--- src/rtl/htes_pkg.sv ---
// Shared types and character constants for the tag and entity stripper.
package htes_pkg;

	localparam logic [7:0] CHAR_NUL   = 8'h00;
	localparam logic [7:0] CHAR_TAB   = 8'h09;
	localparam logic [7:0] CHAR_LF    = 8'h0a;
	localparam logic [7:0] CHAR_CR    = 8'h0d;
	localparam logic [7:0] CHAR_SP    = 8'h20;
	localparam logic [7:0] CHAR_HASH  = 8'h23;
	localparam logic [7:0] CHAR_DOLR  = 8'h24;
	localparam logic [7:0] CHAR_PCT   = 8'h25;
	localparam logic [7:0] CHAR_AMP   = 8'h26;
	localparam logic [7:0] CHAR_STAR  = 8'h2a;
	localparam logic [7:0] CHAR_SEMI  = 8'h3b;
	localparam logic [7:0] CHAR_LT    = 8'h3c;
	localparam logic [7:0] CHAR_GT    = 8'h3e;
	localparam logic [7:0] CHAR_BSL   = 8'h5c;
	localparam logic [7:0] CHAR_CARET = 8'h5e;
	localparam logic [7:0] CHAR_USCR  = 8'h5f;
	localparam logic [7:0] CHAR_B     = 8'h62;
	localparam logic [7:0] CHAR_G     = 8'h67;
	localparam logic [7:0] CHAR_L     = 8'h6c;
	localparam logic [7:0] CHAR_N     = 8'h6e;
	localparam logic [7:0] CHAR_P     = 8'h70;
	localparam logic [7:0] CHAR_S     = 8'h73;
	localparam logic [7:0] CHAR_T     = 8'h74;
	localparam logic [7:0] CHAR_U     = 8'h75;
	localparam logic [7:0] CHAR_LBRC  = 8'h7b;
	localparam logic [7:0] CHAR_RBRC  = 8'h7d;
	localparam logic [7:0] CHAR_TILDE = 8'h7e;

	localparam logic [2:0] SKIP_SHORT = 3'd3;
	localparam logic [2:0] SKIP_LONG  = 3'd5;
	localparam logic [1:0] RUN_LEFT   = 2'd3;

	typedef struct packed {
		logic       emit;
		logic       run;
		logic [7:0] data;
		logic       in_tag;
		logic [2:0] skip;
	} dec_t;

endpackage

--- src/rtl/htes_if.sv ---
// Request channel interfaces for text input and plain text output.
interface htes_in_if;
	logic       valid;
	logic       ready;
	logic [7:0] text_byte;
	logic [7:0] ahead_one;
	logic [7:0] ahead_two;
	logic [7:0] ahead_three;
	logic [7:0] ahead_four;
	logic [7:0] ahead_five;

	modport source (output valid, text_byte, ahead_one, ahead_two, ahead_three,
		ahead_four, ahead_five, input ready);
	modport sink (input valid, text_byte, ahead_one, ahead_two, ahead_three,
		ahead_four, ahead_five, output ready);
endinterface

interface htes_out_if;
	logic       valid;
	logic       ready;
	logic [7:0] out_byte;
	logic       last_of_run;

	modport source (output valid, out_byte, last_of_run, input ready);
	modport sink (input valid, out_byte, last_of_run, output ready);
endinterface

--- src/rtl/htes_decode.sv ---
// Byte classifier: next state and results for one registered text byte.
module htes_decode (
	input  logic             in_tag,
	input  logic [2:0]       skip,
	input  logic [7:0]       text_byte,
	input  logic [7:0]       ahead_one,
	input  logic [7:0]       ahead_two,
	input  logic [7:0]       ahead_three,
	input  logic [7:0]       ahead_four,
	input  logic [7:0]       ahead_five,
	output htes_pkg::dec_t   dec
);
	import htes_pkg::*;

	logic m_lt, m_gt, m_nbsp, m_bull;

	assign m_lt   = ahead_one == CHAR_L && ahead_two == CHAR_T && ahead_three == CHAR_SEMI;
	assign m_gt   = ahead_one == CHAR_G && ahead_two == CHAR_T && ahead_three == CHAR_SEMI;
	assign m_nbsp = ahead_one == CHAR_N && ahead_two == CHAR_B && ahead_three == CHAR_S &&
		ahead_four == CHAR_P && ahead_five == CHAR_SEMI;
	assign m_bull = ahead_one == CHAR_B && ahead_two == CHAR_U && ahead_three == CHAR_L &&
		ahead_four == CHAR_L && ahead_five == CHAR_SEMI;

	always_comb begin
		dec        = '0;
		dec.in_tag = in_tag;
		dec.skip   = skip;
		dec.data   = text_byte;
		if (text_byte == CHAR_NUL) begin
			dec.in_tag = 1'b0;
			dec.skip   = 3'd0;
		end else if (skip != 3'd0) begin
			dec.skip = skip - 3'd1;
		end else begin
			unique case (text_byte) inside
				CHAR_LT: begin
					dec.in_tag = 1'b1;
					if (ahead_one == CHAR_P) begin
						dec.emit = 1'b1;
						dec.run  = 1'b1;
						dec.data = CHAR_CR;
					end
				end
				CHAR_GT: begin
					dec.in_tag = 1'b0;
				end
				CHAR_AMP: begin
					if (m_lt) begin
						dec.in_tag = 1'b1;
						dec.skip   = SKIP_SHORT;
					end else if (m_gt) begin
						dec.in_tag = 1'b0;
						dec.skip   = SKIP_SHORT;
					end else if (m_nbsp) begin
						dec.skip = SKIP_LONG;
					end else if (m_bull) begin
						dec.skip = SKIP_LONG;
						dec.emit = 1'b1;
						dec.data = CHAR_STAR;
					end
				end
				CHAR_TAB, CHAR_BSL, CHAR_DOLR, CHAR_LBRC, CHAR_RBRC, CHAR_TILDE,
				CHAR_CARET, CHAR_USCR, CHAR_PCT, CHAR_HASH: begin
				end
				CHAR_LF: begin
					dec.emit = !in_tag;
					dec.data = CHAR_SP;
				end
				default: begin
					dec.emit = !in_tag;
				end
			endcase
		end
	end

endmodule

--- src/rtl/htes_emit.sv ---
// Output register: holds one result byte or steps through a CR LF CR LF run.
module htes_emit (
	input  logic           clk,
	input  logic           arst_n,
	input  logic           load,
	input  htes_pkg::dec_t dec,
	output logic           can_load,
	htes_out_if.source     plain
);
	import htes_pkg::*;

	logic       valid_q;
	logic [7:0] data_q;
	logic [1:0] left_q;
	logic       beat;

	assign beat     = valid_q && plain.ready;
	assign can_load = !valid_q || (plain.ready && left_q == 2'd0);

	always_ff @(posedge clk or negedge arst_n) begin
		if (!arst_n) begin
			valid_q <= 1'b0;
			left_q  <= 2'd0;
		end else if (load) begin
			valid_q <= 1'b1;
			left_q  <= dec.run ? RUN_LEFT : 2'd0;
		end else if (beat) begin
			if (left_q != 2'd0) begin
				left_q <= left_q - 2'd1;
			end else begin
				valid_q <= 1'b0;
			end
		end
	end

	always_ff @(posedge clk) begin
		if (load) begin
			data_q <= dec.data;
		end else if (beat && left_q != 2'd0) begin
			data_q <= (data_q == CHAR_CR) ? CHAR_LF : CHAR_CR;
		end
	end

	assign plain.valid       = valid_q;
	assign plain.out_byte    = data_q;
	assign plain.last_of_run = left_q == 2'd0;

endmodule

--- src/rtl/html_tag_entity_stripper_unit.sv ---
// Top level of the tag and entity stripper: input register, state, decode, output.
//
//  channel  dir  payload                                  handshake
//  text     in   text_byte, ahead_one .. ahead_five       valid / ready
//  plain    out  out_byte, last_of_run                    valid / ready
//
// One byte is taken per cycle unless a byte with a result waits for the output; a CR LF CR
// LF run is sent byte by byte, and a byte with a result after it waits in the input register,
// stalling the input until the run has drained; results pass the input and output registers.
// Reset clears the tag flag, the skip count and both valid flags.
// A stalled output holds its byte; the input keeps flowing while the held
// item causes no result or the output register is free to reload.
module html_tag_entity_stripper_unit (
	input  logic      clk,
	input  logic      arst_n,
	htes_in_if.sink   text,
	htes_out_if.source plain
);
	import htes_pkg::*;

	logic       valid_s1;
	logic [7:0] text_s1;
	logic [7:0] a1_s1, a2_s1, a3_s1, a4_s1, a5_s1;
	logic       in_tag_q;
	logic [2:0] skip_q;
	dec_t       dec;
	logic       can_load;
	logic       adv;
	logic       load;

	assign load       = valid_s1 && dec.emit && can_load;
	assign adv        = valid_s1 && (!dec.emit || can_load);
	assign text.ready = !valid_s1 || adv;

	always_ff @(posedge clk or negedge arst_n) begin
		if (!arst_n) begin
			valid_s1 <= 1'b0;
			in_tag_q <= 1'b0;
			skip_q   <= 3'd0;
		end else begin
			if (text.ready) begin
				valid_s1 <= text.valid;
			end
			if (adv) begin
				in_tag_q <= dec.in_tag;
				skip_q   <= dec.skip;
			end
		end
	end

	always_ff @(posedge clk) begin
		if (text.ready && text.valid) begin
			text_s1 <= text.text_byte;
			a1_s1   <= text.ahead_one;
			a2_s1   <= text.ahead_two;
			a3_s1   <= text.ahead_three;
			a4_s1   <= text.ahead_four;
			a5_s1   <= text.ahead_five;
		end
	end

	htes_decode u_decode (
		.in_tag      (in_tag_q),
		.skip        (skip_q),
		.text_byte   (text_s1),
		.ahead_one   (a1_s1),
		.ahead_two   (a2_s1),
		.ahead_three (a3_s1),
		.ahead_four  (a4_s1),
		.ahead_five  (a5_s1),
		.dec         (dec)
	);

	htes_emit u_emit (
		.clk      (clk),
		.arst_n   (arst_n),
		.load     (load),
		.dec      (dec),
		.can_load (can_load),
		.plain    (plain)
	);

`ifndef SYNTH
	a_end_clears: assert property (@(posedge clk) disable iff (!arst_n)
		adv && text_s1 == CHAR_NUL |=> !in_tag_q && skip_q == 3'd0)
		else $error("end of text did not clear state");

	a_skip_bound: assert property (@(posedge clk) disable iff (!arst_n)
		skip_q <= SKIP_LONG)
		else $error("skip count out of range");

	a_run_bytes: assert property (@(posedge clk) disable iff (!arst_n)
		plain.valid && !plain.last_of_run |-> plain.out_byte == CHAR_CR ||
		plain.out_byte == CHAR_LF)
		else $error("multi-byte run carries a byte other than CR or LF");

	a_skip_silent: assert property (@(posedge clk) disable iff (!arst_n)
		valid_s1 && skip_q != 3'd0 |-> !dec.emit)
		else $error("result produced while skipping entity bytes");
`endif

endmodule

--- src/flat_wrapper.sv ---
// flat-port wrapper written by rule: the top's interface ports become plain ports
module html_tag_entity_stripper_unit_flat import htes_pkg::*;
  (clk, arst_n, text_valid, text_text_byte, text_ahead_one, text_ahead_two, text_ahead_three, text_ahead_four, text_ahead_five, text_ready, plain_valid, plain_out_byte, plain_last_of_run, plain_ready);
  htes_in_if text_i ();
  htes_out_if plain_i ();
  input  logic clk;
  input  logic arst_n;
  input wire logic [$bits(text_i.valid)-1:0] text_valid;
  input wire logic [$bits(text_i.text_byte)-1:0] text_text_byte;
  input wire logic [$bits(text_i.ahead_one)-1:0] text_ahead_one;
  input wire logic [$bits(text_i.ahead_two)-1:0] text_ahead_two;
  input wire logic [$bits(text_i.ahead_three)-1:0] text_ahead_three;
  input wire logic [$bits(text_i.ahead_four)-1:0] text_ahead_four;
  input wire logic [$bits(text_i.ahead_five)-1:0] text_ahead_five;
  output wire logic [$bits(text_i.ready)-1:0] text_ready;
  output wire logic [$bits(plain_i.valid)-1:0] plain_valid;
  output wire logic [$bits(plain_i.out_byte)-1:0] plain_out_byte;
  output wire logic [$bits(plain_i.last_of_run)-1:0] plain_last_of_run;
  input wire logic [$bits(plain_i.ready)-1:0] plain_ready;
  assign text_i.valid = text_valid;
  assign text_i.text_byte = text_text_byte;
  assign text_i.ahead_one = text_ahead_one;
  assign text_i.ahead_two = text_ahead_two;
  assign text_i.ahead_three = text_ahead_three;
  assign text_i.ahead_four = text_ahead_four;
  assign text_i.ahead_five = text_ahead_five;
  assign text_ready = text_i.ready;
  assign plain_valid = plain_i.valid;
  assign plain_out_byte = plain_i.out_byte;
  assign plain_last_of_run = plain_i.last_of_run;
  assign plain_i.ready = plain_ready;
  html_tag_entity_stripper_unit u_core (.clk(clk), .arst_n(arst_n), .text(text_i), .plain(plain_i));
endmodule
--- config.mk ---
export PLATFORM = sky130hd
export DESIGN_NAME = html_tag_entity_stripper_unit_flat
export DESIGN_NICKNAME = d
export VERILOG_FILES = /design/src/rtl/htes_pkg.sv /design/src/rtl/htes_if.sv /design/src/rtl/htes_decode.sv /design/src/rtl/htes_emit.sv /design/src/rtl/html_tag_entity_stripper_unit.sv /design/src/flat_wrapper.sv
export SDC_FILE = /design/constraint.sdc
export NUM_CORES = 1
export LEC_CHECK = 0
export ABC_AREA = 1
export BUFFER_PORTS_ARGS = -buffer_cell sky130_fd_sc_hd__buf_2
export CORE_ASPECT_RATIO = 0.6
export CORE_UTILIZATION = 45
export DETAILED_ROUTE_END_ITERATION = 6
export PLACE_DENSITY = 0.7
export SKIP_CTS_REPAIR_TIMING = 1
export SLEW_MARGIN = 20
export SYNTH_ARGS = -nofsm -noshare
export SYNTH_HDL_FRONTEND = slang
export SYNTH_SLANG_ARGS = --single-unit
--- constraint.sdc ---
create_clock -name clk -period 5.3 [get_ports clk]
set_input_delay 1.06 -clock clk [delete_from_list [all_inputs] [get_ports clk]]
set_output_delay 1.06 -clock clk [all_outputs]
set_load 0.02 [all_outputs]
### Word level (Yosys, flattened, before mapping)

Index checks and enable logic that the tools add are counted.

* output and inout port bits: 11
* logic and storage cells: 120
* flip-flop bits (word level): 64
* input bits: 52

* add/sub/neg operators: 2
* reduce and logical (&&, ||, !) cells: 41
* mux-type cells: 33
* eq/ne operators: 32

Operator list (count)
* 8-bit by 7-bit equality test with 1-bit output (second input constant): 18
* 8-bit by 6-bit equality test with 1-bit output (second input constant): 8
* 8-bit 2-to-1 mux: 6
* 8-bit by 4-bit equality test with 1-bit output (second input constant): 3
* 8-bit case mux with 3 select lines: 1
* 10-bit 2-to-1 mux: 2
* 1-bit logical AND: 19
* 3-bit 2-to-1 mux: 6
* 11-bit 2-to-1 mux: 1
* 11-bit OR reduction: 1
* 1-bit 2-to-1 mux: 9
* 8-bit logical NOT: 1
* 2-bit 2-to-1 mux: 4
* 4-bit 2-to-1 mux: 2
* 2-bit nonzero test: 4
* 1-bit case mux with 3 select lines: 2
* 3-bit nonzero test: 2
* 6-bit nonzero test: 1
* 1-bit logical NOT: 4
* 4-bit != test (second input constant): 1
* 2-bit AND reduction: 2
* 4-bit AND reduction: 1
* 4-bit nonzero test: 1
* 1-bit logical OR: 3
* other kinds (6): 6

### Longest topological paths before layout

* depth after elaboration: 17
* mapped depth: 15
* gate-level depth less buffers: 15

### Modules after synthesis

Synthesis repeated with hierarchy kept, for this count alone.

* cells, all modules: 361
* area, all modules: 3223.1 um2

Modules (own cells, without submodules)
* html_tag_entity_stripper_unit: seq. area each 1566.5 um2, times used 1, cells each 75, area each 1671.6 um2
* htes_decode: seq. area each 0.0 um2, times used 1, cells each 227, area each 1001.0 um2
* htes_emit: seq. area each 315.3 um2, times used 1, cells each 59, area each 550.5 um2

### Least setup slack after synthesis

No wires, ideal clock.

* path kind: input -> register
* start point: input plain_ready
* end point: register u_core.a1_s1[0] (enable)
* path buffers: 0
* setup slack: 2.283 ns
* data required time: 4.898 ns
* arrival time: 2.615 ns
* cell stages on the path: 6
* path through: nand2_1 > nand2_1 > inv_1 > nand3_1 > nand2_1 > inv_1

* word-level cells in the longest chain between the ends: 6

Ends and longest elaborated chain
* from (decl): RTL line flat_wrapper.sv:19 `input wire logic [$bits(plain_i.ready)-1:0] plain_ready;`
* 1-bit logical AND: RTL line htes_emit.sv:18 `assign can_load = !valid_q || (plain.ready && left_q == 2'd0);`
* 1-bit logical OR: RTL line htes_emit.sv:18
* 1-bit logical OR: RTL line html_tag_entity_stripper_unit.sv:32 `assign adv = valid_s1 && (!dec.emit || can_load);`
* 1-bit logical AND: RTL line html_tag_entity_stripper_unit.sv:32
* 1-bit logical OR: RTL line html_tag_entity_stripper_unit.sv:33 `assign text.ready = !valid_s1 || adv;`
* via text_ready: RTL line flat_wrapper.sv:15 `output wire logic [$bits(text_i.ready)-1:0] text_ready;`
* 1-bit logical AND: RTL line html_tag_entity_stripper_unit.sv:52 `if (text.ready && text.valid) begin`
* to (signal assigned): RTL line html_tag_entity_stripper_unit.sv:54 `a1_s1 <= text.ahead_one;`
* to (decl): RTL line html_tag_entity_stripper_unit.sv:23 `logic [7:0] a1_s1, a2_s1, a3_s1, a4_s1, a5_s1;`

The timed path passes the listed nets, and every way through them passes these cells.
A chain may end at the register's enable or synchronous reset.

### Final worst setup path

* start point: register u_core.text_s1[1]
* end point: output text_ready

* word-level cells in the longest chain between the ends: 9
* elaborated cells on any way between the ends: 22
* those cells by class: 13 x eq/ne; 3 x mux; 6 x reduce/logical

Ends and longest elaborated chain
* from (decl): RTL line html_tag_entity_stripper_unit.sv:22 `logic [7:0] text_s1;`
* from (signal assigned): RTL line html_tag_entity_stripper_unit.sv:53 `text_s1 <= text.text_byte;`
* 8-bit by 6-bit equality test with 1-bit output (no source line) (tied with other cells)
* 11-bit OR reduction (no source line)
* 1-bit case mux with 3 select lines: RTL line htes_decode.sv:35 `unique case (text_byte) inside`
* 11-bit 2-to-1 mux: RTL line htes_decode.sv:32 `end else if (skip != 3'd0) begin`
* 10-bit 2-to-1 mux (*): RTL line htes_decode.sv:29 `if (text_byte == CHAR_NUL) begin`
* 1-bit logical NOT (*): RTL line html_tag_entity_stripper_unit.sv:32
* 1-bit logical OR (*): RTL line html_tag_entity_stripper_unit.sv:32
* 1-bit logical AND (*): RTL line html_tag_entity_stripper_unit.sv:32
* 1-bit logical OR (*): RTL line html_tag_entity_stripper_unit.sv:33
* to (decl): RTL line flat_wrapper.sv:15

Mark *: on every way between the ends. The rest lies on a longest branch, timed or not. The select of a mux whose other input is x is not followed.

==> results by stage <==
Outcome:
- The flow ran to the end, and the final reports show no timing, DRC or antenna violations.

Setup path:
- The kind of cell with the highest combined delay on the critical path is simple AND/OR/NAND/NOR gates.
- The critical path in this run is classified as reg2out.
- The kind of launch point of the worst setup path is a flip-flop.
- For this run, the slowest stage of the critical path takes 420 ps.
- Traced cell by cell, the critical path runs through inv_1 -> nor2_2 -> inv_1 -> nand2_1 -> nand2_1 -> inv_1 -> nor2_1 -> nand3_2 -> nand2_1 -> nor2_1 -> nor2_2 -> nand3_1 -> buf_2.
- Among all stages on the critical path, the largest delay is contributed by sky130_fd_sc_hd__edfxtp_1.
- The depth of the worst register-to-register path is 12.
- Data on the critical path arrives at its endpoint at 2070 ps.
- The count of buffer and inverter cells on the critical path is 4.
- The critical path runs through a total of 13 cells.
- The worst setup path is captured at an output port.
- The maximum fanout along the worst path is 4.
- At the worst endpoint, the required time is 4240 ps.

Finish:
- The fill cell total of the finished layout is 593.
- The net count of the finished layout is 451.
- The share of final-layout standard cells stronger than drive strength 1 is 26.18%.
- The antenna diode count is 0.
- Summing all flip-flop and latch instances after layout gives 1882 um^2.
- The area growth from synthesis to final layout is 22.93%.
- The share of the core filled with cells in the final layout is 57.18%.
- In the final layout, the multi-input gates occupy 1031 um^2.

Yosys:
- The post-synthesis sequential element count is 64.
- The commonest cells after synthesis are sky130_fd_sc_hd__nand2_1 (85), sky130_fd_sc_hd__edfxtp_1 (56), sky130_fd_sc_hd__nor2_1 (46).
- The sequential element share of the synthesized area is 60.60%.
- After synthesis, the cell types taking the most area are sky130_fd_sc_hd__edfxtp_1 (54%), sky130_fd_sc_hd__nand2_1 (10%), sky130_fd_sc_hd__dfrtp_1 (6.4%), sky130_fd_sc_hd__nor2_1 (5.6%), sky130_fd_sc_hd__inv_1 (5.0%).
- The count of mapped cells out of synthesis is 323.
- After synthesis, the largest area contributor takes up 54.15% of total cell area.
- The most common cell in the synthesized netlist is sky130_fd_sc_hd__nand2_1.
- The most used flip-flop cell after synthesis is sky130_fd_sc_hd__edfxtp_1.
- Summing every instance area after synthesis gives 3105 um^2.
- The dominant cell type by area after synthesis is sky130_fd_sc_hd__edfxtp_1.
- The number of warnings printed during yosys synthesis is 0.
- The number of enable flip-flop cells after synthesis is 56.
- Of all flip-flops after synthesis, the portion carrying an async set or reset was 12.50%.
- Synthesis produced a netlist with a net count of 378.
- The number of distinct standard cells referenced by the synthesized netlist is 31.
- Dividing the synthesized area by the synthesized cell count gives 9.614 um^2.

Timing:
- Setup violations remaining at the end of the flow were counted as 0.
- Setup repair after global routing left no endpoint under its margin.
- After layout, the worst path uses 59.15% of the clock period.
- At the pin with the least slew margin, the transition time is 593.9 ps.
- The setup clock skew after layout is 6.500 ps.
- The number of pins exceeding their max-slew limit in the final report is 0.
- The final count of hold timing violations was 0.
- Based on the critical path, the design can be clocked at up to 319.0 MHz.
- The worst-case headroom to the max-slew limit is 60.41%.
- After layout, the minimum clock period comes to 3135 ps.
- The setup slack after layout is 2165 ps.
- The setup TNS is 0 ps.

Clock tree:
- The CTS tree is done.
- The clock latency on the worst-skew pair is 330 ps.
- Clock-pin slew was measured on the worst setup and hold paths at 50 ps.
- Clock tree synthesis found a total of 64 sinks.
- The cell chosen for the clock root is sky130_fd_sc_hd__clkbuf_16.
- The clock tree buffer depth is 2.
- The number of CTS-inserted buffers is 9.
- The number of H-tree levels is 3.

Job:
- The number of maximum-capacitance violations is 0.

Routing:
- After the first detailed-routing iteration, the DRC count stood at 112.
- Using the TritonRoute via totals, the vias-per-cell ratio works out to 4.797.
- The first-pass iteration count of the detailed router is 4.
- In the final routed layout, each cell accounts on average for 12.78 um.
- For this block, the routed nets add up to 6.236 mm of wire.
- Summing over every cut layer, the via total after detailed routing is 2,341.
- Once detail routing completed, the nets flagged for antenna violations numbered 0.
- The detailed-route DRC error count is 0.

Placement:
- The final HPWL from detailed placement is 4.746 mm.
- At the placement stage, the worst setup path has a slack of 2487 ps.
- Port buffering added 62 buffers.
- The weighted congestion reported at the end of routability-driven placement is 0.8854.

Global route:
- The number of global-route vias before repair is 2,148.
- The total congestion overflow is 0.
- The global-route wire length before repair is 9.963 mm.
- The pin count of the biggest net entering global routing is 49.
- The initial antenna violation count is 0.
- In the global route stage, overall resource usage came out at 19.42%.

Floorplanning:
- The I/O pin count is 63.
- The die width is 109.2 um.
- After floorplanning, the core was divided into 23 placement rows.
- The area of the die is 7248 um^2.
- The initial utilization of the core area, before any placement, comes to 46.51%.
- The core area is 6676 um^2.
- The die is 66.35 um tall.

Power and ir drop:
- In this run the static leakage power is 1.709 nW.
- Power spread over the standard cell area amounts to 424.0 nW/um^2.
- The maximum ir drop on the vdd rail is 231.8 uV.

Worst hold path:
- The worst hold path belongs to the class reg2reg.
- Along the worst hold path, the cell count comes to 2.
[layer usage]
metal	global-route usage, %	share of wire [%]	vias to the layer above
met2	26.49	38	88
met4	8.000	1.6	0
li1	-	-	1209
met3	7.389	8.5	11
met1	27.34	52	1033
met5	0	0	-
[layout by cell type, fill, tap and decap left out, drive strengths merged, types with 6 or more instances in the layout]
master | Yosys | final
nand3 | 30 | 30
nor2 | 55 | 55
o21ai | 9 | 9
buf | 1 | 63
nand4 | 7 | 7
dfrtp | 8 | 8
inv | 46 | 46
clkinv | 2 | 6
clkbuf | 0 | 9
edfxtp | 56 | 56
nand2 | 88 | 88
[final cells by class]
cell class	count	share of cell area, %
sequential	64	49.30
multi-input combinational	210	27.01
timing repair buffer	63	8.325
clock buffer	9	5.900
inverter	48	4.753
tap	87	2.852
clock inverter	7	1.868
[registers in the layout (all words and copies together), names as in the netlist]
name and flops:
u_core.a5_s1 8, u_core.text_s1 8, u_core.in_tag_q 1, u_core.a3_s1 8, u_core.a4_s1 8, u_core.skip_q 3
u_core.u_emit.left_q 2, u_core.a2_s1 8, u_core.u_emit.plain.valid 1, u_core.a1_s1 8, u_core.u_emit.plain.out_byte 8, u_core.valid_s1 1
[where the power goes]
group | total, mW | switching, mW | leakage [nW] | internal [mW]
clock | 0.575 | 0.212 | 0.139 | 0.363
combinational | 0.361 | 0.233 | 0.931 | 0.128
sequential | 0.683 | 0.0413 | 0.638 | 0.641
total | 1.62 | 0.487 | 1.71 | 1.13
[stage by stage]
| step | power, mW | instance area, um^2 | std cells | hold slack [ps] |
|---|---|---|---|---|
| floorplan | 0.9512 | 3105 | 323 | 458.8 |
| global placement | 1.035 | 3521 | 472 | 479.9 |
| detailed placement | 1.053 | 3521 | 472 | 489.6 |
| CTS | 1.635 | 3817 | 488 | 501.8 |
| global route | 1.714 | 3817 | 488 | 541.4 |
| finish | 1.619 | 3817 | 488 | 496.8 |
[tightest hold or removal path, stage by stage, from the launching register on]
cell                      delay (ps)
sky130_fd_sc_hd__dfrtp_1         340
sky130_fd_sc_hd__nand2_1          50
sky130_fd_sc_hd__o21ai_1          60
[cells by family after synthesis]
family,synth area share (%)
simple gates,27.68
fa+ha+maj,1.209
flops,60.60
buf+inv,6.205
compound gates,4.029
xor+xnor,0.2821
[worst paths after layout]
path                              startpoint  slack, ps                       to
min in group asynchronous             arst_n        560  u_core.u_emit.left_q[1]
max in group asynchronous             arst_n       4570          u_core.in_tag_q
setup reg to reg           u_core.text_s1[7]       2800        u_core.text_s1[2]
hold / removal              u_core.skip_q[0]        500         u_core.skip_q[0]
setup / recovery           u_core.text_s1[1]       2170               text_ready
hold reg to reg             u_core.skip_q[0]        500         u_core.skip_q[0]
(Power assumes the default switching activity.)
